**src/design/sirl_pkg.sv**
```systemverilog
// shared types, constants and codes of the sorted index range lookup
package sirl_pkg;

   localparam int DEF_TABLE_DEPTH = 1024;
   localparam int DEF_KEY_BITS    = 64;

   localparam int POS_W      = 10;
   localparam int COUNT_W    = 11;
   localparam int OFS_W      = 32;
   localparam int WIDE_W     = 17;
   localparam int CSR_DATA_W = 64;
   localparam int CSR_ADDR_W = 5;

   localparam logic [0:0] CMD_WRITE  = 1'b0;
   localparam logic [0:0] CMD_LOOKUP = 1'b1;

   localparam logic [1:0] REG_RANGE_LOW  = 2'd0;
   localparam logic [1:0] REG_RANGE_HIGH = 2'd1;
   localparam logic [1:0] REG_ENTRIES    = 2'd2;
   localparam logic [1:0] REG_DATA_END   = 2'd3;

   typedef enum logic [2:0] {
      ST_IDLE,
      ST_PROBE,
      ST_COMPARE,
      ST_NEXT,
      ST_CAPTURE,
      ST_RESULT
   } state_type;

   typedef struct packed {
      logic write_entry;
      logic lookup_start;
      logic set_miss;
      logic probe_first;
      logic probe_step;
      logic read_next;
      logic capture_end;
      logic rsp_load;
   } cmd_type;

   typedef struct packed {
      logic in_range;
      logic hit;
      logic exhausted;
      logic hit_last;
   } status_type;

endpackage

```
**src/design/sirl_ctrl.sv**
```systemverilog
// lookup sequencer: accepts words, steps the search, hands off results
module sirl_ctrl import sirl_pkg::*; (
   input  logic       clock,
   input  logic       reset,
   input  logic       req_valid,
   output logic       req_ready,
   input  logic [0:0] req_cmd,
   output logic       rsp_valid,
   input  logic       rsp_ready,
   input  status_type status,
   output cmd_type    cmd
);

   state_type state_ff;
   state_type state_in;
   logic      rsp_valid_ff;
   logic      rsp_valid_in;

   always_ff @(posedge clock) begin
      if (reset) begin
         state_ff     <= ST_IDLE;
         rsp_valid_ff <= 1'b0;
      end else begin
         state_ff     <= state_in;
         rsp_valid_ff <= rsp_valid_in;
      end
   end

   always_comb begin
      state_in  = state_ff;
      cmd       = '0;
      req_ready = 1'b0;
      unique case (state_ff)
         ST_IDLE: begin
            req_ready = 1'b1;
            if (req_valid) begin
               if (req_cmd == CMD_WRITE) begin
                  cmd.write_entry = 1'b1;
               end else if (status.in_range) begin
                  cmd.lookup_start = 1'b1;
                  state_in         = ST_PROBE;
               end else begin
                  cmd.set_miss = 1'b1;
                  state_in     = ST_RESULT;
               end
            end
         end
         ST_PROBE: begin
            cmd.probe_first = 1'b1;
            state_in        = ST_COMPARE;
         end
         ST_COMPARE: begin
            cmd.probe_step = 1'b1;
            if (status.hit) begin
               state_in = status.hit_last ? ST_RESULT : ST_NEXT;
            end else if (status.exhausted) begin
               state_in = ST_RESULT;
            end
         end
         ST_NEXT: begin
            cmd.read_next = 1'b1;
            state_in      = ST_CAPTURE;
         end
         ST_CAPTURE: begin
            cmd.capture_end = 1'b1;
            state_in        = ST_RESULT;
         end
         ST_RESULT: begin
            if (!rsp_valid_ff || rsp_ready) begin
               cmd.rsp_load = 1'b1;
               state_in     = ST_IDLE;
            end
         end
         default: state_in = ST_IDLE;
      endcase
   end

   assign rsp_valid_in = cmd.rsp_load | (rsp_valid_ff & ~rsp_ready);
   assign rsp_valid    = rsp_valid_ff;

endmodule

```
**config.mk**
```make
export PLATFORM = sky130hd
export DESIGN_NAME = sirl_ctrl
export DESIGN_NICKNAME = d
export VERILOG_FILES = /design/src/design/sirl_pkg.sv /design/src/design/sirl_ctrl.sv
export SDC_FILE = /design/constraint.sdc
export NUM_CORES = 1
export LEC_CHECK = 0
export BUFFER_PORTS_ARGS = -buffer_cell sky130_fd_sc_hd__buf_2
export CORE_AREA = 5 5 42 44
export DETAILED_ROUTE_END_ITERATION = 12
export DIE_AREA = 0 0 47 49
export PLACE_DENSITY = 0.59
export RECOVER_POWER = 50
export SLEW_MARGIN = 20
export SYNTH_ARGS = -nofsm -noshare
export SYNTH_HDL_FRONTEND = slang
export SYNTH_SLANG_ARGS = --single-unit
```
**constraint.sdc**
```tcl
create_clock -name clock -period 3 [get_ports clock]
set_input_delay 0.45 -clock clock [delete_from_list [all_inputs] [get_ports clock]]
set_output_delay 0.45 -clock clock [all_outputs]
set_load 0.03 [all_outputs]
```
==> out/metrics.yaml <==
critPathLaunchType: "flop"
cts_post_setup_buffers_inserted: 0
p_leak_nw: 0.180
row_count: 14
cpPeakStageDelay_ns: 0.44
cts_buffers: 3
hold_class: "input port to flop"
setup_viol: 0
avgSynthCellArea_um2: 8.86
yosysWarnings: 0
pwr-share-seq_pct: 29.5
nets: 66
critPathRequiredTime_ns: 2.55
fin_crit_ns: 1.96
ioPinCount: 19
gr-total-overflow: 0
swShare_pct: 43.0
peakVddDrop_mv: 0.188
grt_use_total_pct: 8.24
antenna_left: 0
critPathArrivalTime_ns: 1.51
cp_slowest_cell: "nor3_1"
routed_wl_um: 737
period_share_pct: 65.3
critPathBufInv: 1
cts_buffer_depth: 2
cts.sinks: 4
crit_type: "flop to primary output"
ys_seq_area_share_pct: 24.4
max_freq_mhz: 511
layout_setup_ws_ns: 1.04
ys_seq_elements: 4
finClkSkew_ns: 0.00311
grt_max_degree: 10
ctsResizeCount: 0
netlist-cell-type-count: 18
postSynthNetCount: 46
cts.reportedPaths.clkPinSlew_ns: 0.04
die_w_um: 47
die_area_um2: 2300
crit_fanout: 9
timing.final.hold_violations: 0
rsz0062_at_grt: "false"
pwr-share-clk_pct: 24.1
internal-power_uw: 154
powerDensity_nw_per_um2: 676
cp_cell_sequence: "nor3_1 > nor3b_1 > buf_2"
drcViolationCount: 0
place.gp.congestion: 0.660
num_antenna_cells: 0
status: "completed"
hold_buffers: 0
cts_tree: "done"
slew_headroom_pct: 68.3
cts-root-buf: "clkbuf_4"
dp_slack_ns: 1.42
final_layout_size_suffix_gt1_share_pct: 40.0
syn_area_um2: 328
core-area_um2: 1400
dieHeight_um: 49
grt_pass1_vias: 308
port-buffer-count: 18
comb_power_share_pct: 46.4
final_cell_mix: "buf_2 (16), nor2_1 (7), nor3b_1 (5)"
wl_per_cell_um: 10.4
maxSlewViolCount: 0
vias: 322
synthCells: 37
tns_ns: 0
tightest_slew_ns: 0.472
grt_pass1_wl_um: 1300
vias_per_cell: 4.54
whs_ns: 0.427
cap_viol_max_count: 0
clock_latency_ns: 0.23
final_common_cell: "buf_2"
antenna_found_initial: 0
drtIter0Drc: 2
htree_levels: 1
syn_to_final_growth_pct: 21.8
dp_hpwl_um: 612
critPathTopFamily: "simple AND/OR/NAND/NOR gates"
dr.pass1.iters: 2
switchingPower_uw: 116
start_util_pct: 23.4
endpoint_kind: "primary output"
worst register-to-register path, cell delays in order (launching register included):
cell and delay (ns):
dfxtp_1 0.38, nor3_1 0.44, a22oi_2 0.18, a21oi_2 0.14
nor2_1 0.04
per-layer routing:
layer / up-vias / part of all wire, % / GRT usage, %
li1: 165 / - / -
met1: 151 / 36 / 7.69
met2: 4 / 58 / 12.4
met3: 2 / 3.4 / 3.32
met4: 0 / 2.3 / 8.29
met5: - / 0 / 0
worst paths after layout:
kind,from,to,slack (ns),cells past startpoint
worst min-delay path,reset,rsp_valid$_SDFF_PP0_,0.43,2
worst max-delay path,state_ff[0]$_SDFFE_PP0P_,cmd[5],1.04,3
worst min register to register,rsp_valid$_SDFF_PP0_,rsp_valid$_SDFF_PP0_,0.51,2
worst max register to register,state_ff[0]$_SDFFE_PP0P_,state_ff[2]$_SDFFE_PP0P_,1.70,4
cell families (layout without fill, tap and decap cells):
logic type             Yosys count  count (layout)  synth area share (%)
flip-flops                       4               4                  24.4
multiplexers                     1               1                  3.05
AND/OR/NAND/NOR                 22              22                  44.7
buffers and inverters            3              21                  10.3
AO/OA/AOI/OAI                    7               7                  17.6
cell usage after synthesis:
cell / number / area (um^2)
nor2_1: 6 / 22.5
dfxtp_1: 4 / 80.1
nor3b_1: 4 / 30.0
a21oi_1: 3 / 15.0
buf_6: 3 / 33.8
nand2_1: 3 / 11.3
nand2b_1: 2 / 12.5
nor2b_1: 2 / 12.5
a21oi_2: 1 / 8.76
a22oi_2: 1 / 12.5
and4_1: 1 / 8.76
mux2i_1: 1 / 10.0
nand3b_1: 1 / 7.51
nor2_2: 1 / 6.26
nor3_4: 1 / 16.3
nor3b_4: 1 / 18.8
o21ai_0: 1 / 5.00
o32ai_2: 1 / 16.3
state kept, by name (all words and copies together) (netlist names):
signal	cells
state_ff	3
rsp_valid	1
area by class of cell:
| cell class | instances | area [um^2] |
|---|---|---|
| Fill cell | 171 | 1000 |
| Multi-Input combinational cell | 30 | 189 |
| Timing Repair Buffer | 18 | 87.6 |
| Sequential cell | 4 | 80.1 |
| Clock buffer | 3 | 22.5 |
| Tap cell | 16 | 20.0 |
power groups by stage:
stage	clock network, mW	logic (mW)	registers, mW
2_1_floorplan	0	0.135	0.0671
3_3_place_gp	0	0.134	0.0868
3_5_place_dp	0	0.134	0.0872
4_1_cts	0.0691	0.134	0.0863
5_1_grt	0.0736	0.136	0.0819
6_report	0.0649	0.125	0.0795
per-stage QoR:
step                      util (%)  power, mW  cell area (um^2)  cells
after floorplan                  -      0.203               328     37
after global placement        28.8      0.221               404     68
after detailed placement      28.8      0.221               404     68
after CTS                     30.4      0.290               427     71
after global routing          28.5      0.291               399     71
final                         28.5      0.270               399     71
Power figures use the tool's default switching activity.
