## config.mk

```make
export PLATFORM = sky130hd
export DESIGN_NAME = sirl_csr
export DESIGN_NICKNAME = d
export VERILOG_FILES = /design/src/design/sirl_pkg.sv /design/src/design/sirl_csr.sv
export SDC_FILE = /design/constraint.sdc
export NUM_CORES = 1
export LEC_CHECK = 0
export ABC_AREA = 0
export BUFFER_PORTS_ARGS = -buffer_cell sky130_fd_sc_hd__buf_4
export CORE_AREA = 2 2 125 139
export DETAILED_ROUTE_END_ITERATION = 16
export DIE_AREA = 0 0 127 141
export HOLD_SLACK_MARGIN = 0.1
export PLACE_DENSITY = 0.81
export SETUP_SLACK_MARGIN = 0.3
export SLEW_MARGIN = 15
export SYNTH_ARGS = -nofsm -noshare
export SYNTH_HDL_FRONTEND = slang
export SYNTH_SLANG_ARGS = --single-unit
```

## constraint.sdc

```tcl
create_clock -name clock -period 1.33 [get_ports clock]
set_input_delay 0.133 -clock clock [delete_from_list [all_inputs] [get_ports clock]]
set_output_delay 0.133 -clock clock [all_outputs]
set_load 0.02 [all_outputs]
```

## src/design/sirl_pkg.sv

```systemverilog
// shared types, constants and codes of the sorted index range lookup
package sirl_pkg;

   localparam int DEF_TABLE_DEPTH = 1024;
   localparam int DEF_KEY_BITS    = 64;

   localparam int POS_W      = 10;
   localparam int COUNT_W    = 11;
   localparam int OFS_W      = 32;
   localparam int WIDE_W     = 17;
   localparam int CSR_DATA_W = 64;
   localparam int CSR_ADDR_W = 5;

   localparam logic [0:0] CMD_WRITE  = 1'b0;
   localparam logic [0:0] CMD_LOOKUP = 1'b1;

   localparam logic [1:0] REG_RANGE_LOW  = 2'd0;
   localparam logic [1:0] REG_RANGE_HIGH = 2'd1;
   localparam logic [1:0] REG_ENTRIES    = 2'd2;
   localparam logic [1:0] REG_DATA_END   = 2'd3;

   typedef enum logic [2:0] {
      ST_IDLE,
      ST_PROBE,
      ST_COMPARE,
      ST_NEXT,
      ST_CAPTURE,
      ST_RESULT
   } state_type;

   typedef struct packed {
      logic write_entry;
      logic lookup_start;
      logic set_miss;
      logic probe_first;
      logic probe_step;
      logic read_next;
      logic capture_end;
      logic rsp_load;
   } cmd_type;

   typedef struct packed {
      logic in_range;
      logic hit;
      logic exhausted;
      logic hit_last;
   } status_type;

endpackage

```

## src/design/sirl_csr.sv

```systemverilog
// configuration registers behind the apb-style port
module sirl_csr import sirl_pkg::*; #(
   parameter int KEY_BITS = DEF_KEY_BITS
) (
   input  logic                  clock,
   input  logic                  reset,
   input  logic                  psel,
   input  logic                  penable,
   input  logic                  pwrite,
   input  logic [CSR_ADDR_W-1:0] paddr,
   input  logic [CSR_DATA_W-1:0] pwdata,
   output logic [CSR_DATA_W-1:0] prdata,
   output logic                  pready,
   output logic [KEY_BITS-1:0]   range_low_key,
   output logic [KEY_BITS-1:0]   range_high_key,
   output logic [COUNT_W-1:0]    entries_in_use,
   output logic [OFS_W-1:0]      data_end_ofs
);

   logic [KEY_BITS-1:0] range_low_ff;
   logic [KEY_BITS-1:0] range_high_ff;
   logic [COUNT_W-1:0]  entries_ff;
   logic [OFS_W-1:0]    data_end_ff;
   logic [1:0]          reg_sel;
   logic                wr_en;

   assign reg_sel = paddr[4:3];
   assign wr_en   = psel & penable & pwrite;
   assign pready  = 1'b1;

   always_ff @(posedge clock) begin
      if (reset) begin
         range_low_ff  <= '0;
         range_high_ff <= '0;
         entries_ff    <= '0;
         data_end_ff   <= '0;
      end else if (wr_en) begin
         unique case (reg_sel)
            REG_RANGE_LOW:  range_low_ff  <= pwdata[KEY_BITS-1:0];
            REG_RANGE_HIGH: range_high_ff <= pwdata[KEY_BITS-1:0];
            REG_ENTRIES:    entries_ff    <= pwdata[COUNT_W-1:0];
            REG_DATA_END:   data_end_ff   <= pwdata[OFS_W-1:0];
            default:        ;
         endcase
      end
   end

   always_comb begin
      unique case (reg_sel)
         REG_RANGE_LOW:  prdata = CSR_DATA_W'(range_low_ff);
         REG_RANGE_HIGH: prdata = CSR_DATA_W'(range_high_ff);
         REG_ENTRIES:    prdata = CSR_DATA_W'(entries_ff);
         REG_DATA_END:   prdata = CSR_DATA_W'(data_end_ff);
         default:        prdata = '0;
      endcase
   end

   assign range_low_key  = range_low_ff;
   assign range_high_key = range_high_ff;
   assign entries_in_use = entries_ff;
   assign data_end_ofs   = data_end_ff;

endmodule

```

==> run metrics, run 1 <==
status did not finish; Fail Step global routing; Err [ERROR DPL-0033] detailed placement checks failed during check placement.; GR repair worst EP prdata[8]; cell area after synthesis 0.00816 mm²; largest net degree at the start of global routing 80; post-detail-place hpwl about 16 mm; Ys Warns 0; Worst EP Category top-level output; Seq/Total Area, Yosys a little over two fifths; Die H around 140 µm; Post-Syn Instances 788; PortBufs around 300; Sink Count roughly 170; initial antenna violation count 2; Routability Congestion between 0.7 and 0.8; Ports a little over 300; Initial Util 49.0%; Synth cell types 20; syn_nets between 800 and 900; CTS Buf Count 17; Root Buffer clkbuf_16; Placement Rows 50; Max H-tree Level 4; syn avg cell area ~10 µm²; Die Wd about 130 µm; #FFs+latches synth roughly 170; Bufs on Longest Clock Path 2
==> cell families after synthesis <==
logic type / count (synthesis) / synth area share [%]
mux: 235 / 30.5
flops: 171 / 42.0
compound gates: 21 / 1.29
other cells: 1 / 0.0460
buf+inv: 63 / 4.97
simple gates: 297 / 21.2
==> repair_timing <==
| action | CTS |
|---|---|
| resized for setup | 486 |
| pin swaps | 3 |
| endpoints found under the hold margin | 171 |
| buffers inserted | 139 |
| hold buffers | 64 |
| setup endpoints to repair | 235 |
==> synthesized netlist by cell type <==
cell type	number	area share, %
and2_0	1	0.077
and3_1	1	0.077
buf_2	9	0.55
buf_4	12	1.1
buf_6	15	2.1
clkbuf_1	27	1.2
conb_1	1	0.046
dfxtp_1	171	42
mux2i_1	224	27
mux4_2	11	3.0
nand2_1	21	0.97
nand2_2	1	0.077
nand2b_1	235	18
nand3_1	1	0.061
nand3b_1	2	0.18
nor2_1	32	1.5
nor3_1	1	0.061
nor3b_1	1	0.092
o21ai_0	21	1.3
or3_4	1	0.14
==> through the flow <==
step / TNS (ns) / instance area [µm²] / instances / setup slack [ns] / util (%)
after global placement: 0 / 10900 / 1280 / 0.0438 / 65.6
after detailed placement: 0 / 10900 / 1280 / 0.0208 / 65.6
after floorplan: 0 / 8290 / 788 / 0.225 / -
after CTS: -2.20 / 14600 / 1515 / -0.200 / 87.8
==> run 2: changes to the inputs <==
Settings changed: CORE_AREA 2 2 125 139 to 2 2 146 148, DIE_AREA 0 0 127 141 to 0 0 148 150, HOLD_SLACK_MARGIN 0.1 to default, PLACE_DENSITY 0.81 to default, PLACE_DENSITY_LB_ADDON from default to 0.15, SETUP_SLACK_MARGIN 0.3 to default.
==> run 2 against run 1 <==
Against the previous run:
- synthesized cell count did not move
- synthesized area unchanged
- the flow now finishes, with violations (negative setup slack)
==> run metrics, run 2 <==
status complete, but fails checks; failing checks negative setup slack; PwrDens approximately 910 mW/mm²; setup ws final -0.185 ns; number of synthesized flops with an enable pin 0 (unchanged); RSZ-0062 raised after global routing yes; final worst-path cycle share 114%; XOR/XNOR share of the synthesized area 0% (unchanged); die area approximately 0.022 mm²; Synth cell types 20 (unchanged); Slew Limit Fails 0; Max FO, Critical Path 2; Max Cap Viol 0; Antenna diodes 0; Final Hold Viols 0; vias in the first global route between 6000 and 7000; most frequent cells in the layout 361 x buf_4, 235 x nand2b_1, 224 x mux2i_1, 105 x dfxtp_2, 64 x dfxtp_1; post-synthesis compound-gate area fraction 1.29% (unchanged); #FFs+latches synth 171 (unchanged); most frequent cell after synthesis nand2b_1; FMAX about 0.66 GHz; Post-Syn Instances 788 (unchanged); WL met3 1.24 mm; Ports 310 (unchanged); CP Launch Type flip-flop; Syn-to-layout area delta 50.5%; Bufs on Longest Clock Path 2 (unchanged); kind of end point of the critical path output port; Die H 150 µm (+6.4%); Placement Rows 53 (+6.0%); Die Wd 148 µm (+17%); vias per inst between 4 and 5; worst hold path class primary input to flip-flop; dpl cells 1338 (+4.5%); setup slack, reg-to-reg about 0.51 ns; post-synthesis mux area share 30.5% (unchanged); pre-CTS setup slack 0.0338 ns (+0.0130 ns); WS Path Type flip-flop to output port; largest net degree at the start of global routing 100; synth top area cells dfxtp_1 42%, mux2i_1 27%, nand2b_1 18%; Root Buffer clkbuf_16; slowest CP cell mux4_2; CP peak stage delay between 0.4 and 0.5 ns; share of the synthesized area in the top cell type 42.0% (unchanged); syn avg cell area 10.4 µm² (unchanged); grt ovf 0; post-synth top area cell dfxtp_1; via count 6808; Static Leakage about 6.0 nW; CTS Buf Count 17 (unchanged); Max H-tree Level 4 (unchanged); Post-Synth Simple-Gate Area 21.2% (unchanged); PortBufs 305 (unchanged); WL final between 20 and 25 mm; Final Util around three fifths; DR WL/cell 16.0 µm; post-detail-place hpwl 15.7 mm (-0.10%); Ys Warns 0 (unchanged); Routability Congestion 0.746 (-3.9%); Initial DRC Count ~190; Worst EP arrival 1.38 ns; Main synth FF type dfxtp_1; Async SR Flop Fraction 0% (unchanged); share of layout cells above drive strength 1 between 40% and 50%; commonest non-fill, non-tap cell in the layout buf_4; Final setup violation count 11; cell area after synthesis 0.00816 mm² (unchanged); CTS clk-pin slew, worst paths roughly 0.07 ns; uppermost layer routed met4; clk_lat worst skew slightly above 0.4 ns; Layout Cells excl Fill 1450; top cells by count, synth 235 x nand2b_1, 224 x mux2i_1, 171 x dfxtp_1; Tmin final 1.51 ns; main combinational cell family by area after synthesis multiplexers; Pre-antenna DRT Iters 4; net count reported at finish 1237; Synth Area in Adders 0% (unchanged); first-pass GRT wire length 35.5 mm; clock skew 0 ns; core area a little over 0.02 mm²; DRT antenna net count 0; Total GRT Usage between 20% and 30%; initial antenna violation count 0; residual DRC count 0; CTS tree yes; Seq/Total Area, Yosys 42.0% (unchanged); Initial Util 39.4% (-9.6 points); Sink Count 171 (unchanged); IR drop worst, VDD between 700 and 800 µV; met1 wire length roughly 11 mm; worst endpoint required time 1.20 ns; Met2 Routed Length ~11 mm; worst hold slack around 0.021 ns; syn_nets 862 (unchanged); Cell Chain, Critical Path mux4_2 > buf_6
[run 2: path summary, 6_finish.rpt]
check,to,cells past startpoint,from
worst max-delay path,prdata[10],2,range_low_key[10]$_SDFFE_PP0P_
worst min-delay path,data_end_ofs[30]$_SDFFE_PP0P_,3,pwdata[30]
worst max register to register,data_end_ofs[0]$_SDFFE_PP0P_,4,data_end_ofs[0]$_SDFFE_PP0P_
worst min register to register,range_high_key[31]$_SDFFE_PP0P_,2,range_high_key[31]$_SDFFE_PP0P_
[run 2: per-stage QoR]
stage | area [µm²] | setup TNS [ns] | power (W)
finish | 12300 | -1.79 | 0.0112
global route | 12300 | -2.42 | 0.0117
floorplan | 8160 | 0 | 0.00600
CTS | 12000 | -2.07 | 0.0113
detailed placement | 10800 | 0 | 0.00646
global placement | 10800 | 0 | 0.00646
[run 2: routing by layer]
metal | vias up | GRT usage, %
li1 | 3383 | -
met1 | 3209 | 26.6
met2 | 200 | 33.5
met3 | 16 | 4.60
met4 | 0 | 5.62
met5 | - | 0
[run 2: power by group]
part,switching (W),internal [W],leakage (nW)
Sequential,0.0000556,0.00519,1.43
Clock,0.00207,0.00268,0.268
Combinational,0.000563,0.000646,4.29
[run 2: what timing repair did]
item / CTS / global route
gates cloned: 0 / 0
setup buffers: 29 / 21
resized for setup: 61 / 63
endpoints found under the setup margin: 21 / 48
pin swaps: 0 / 5
hold endpoints to repair: 54 / 0
hold buffers: 31 / 0
[run 2: area by class of cell]
| class | instances | area [µm²] |
|---|---|---|
| multi-input cells | 554 | 4340 |
| clock buffers | 19 | 453 |
| repair buffers | 419 | 3460 |
| clock inverters | 12 | 114 |
| well taps | 275 | 344 |
| fillers | 1806 | 8410 |
| flip-flops and latches | 171 | 3560 |
[run 2: cell families after synthesis]
group / count (synthesis)
and+or+nand+nor: 297
muxes: 235
DFF: 171
buffers and inverters: 63
AOI/OAI and AO/OA: 21
other: 1
[run 2: worst max-delay path: cells and delay by family, from the launching register on]
family	cells	cell delay (ns)
multiplexers	1	0.48
buffers and inverters	1	0.15
flip-flops	1	0.32
Power figures use the tool's default switching activity.
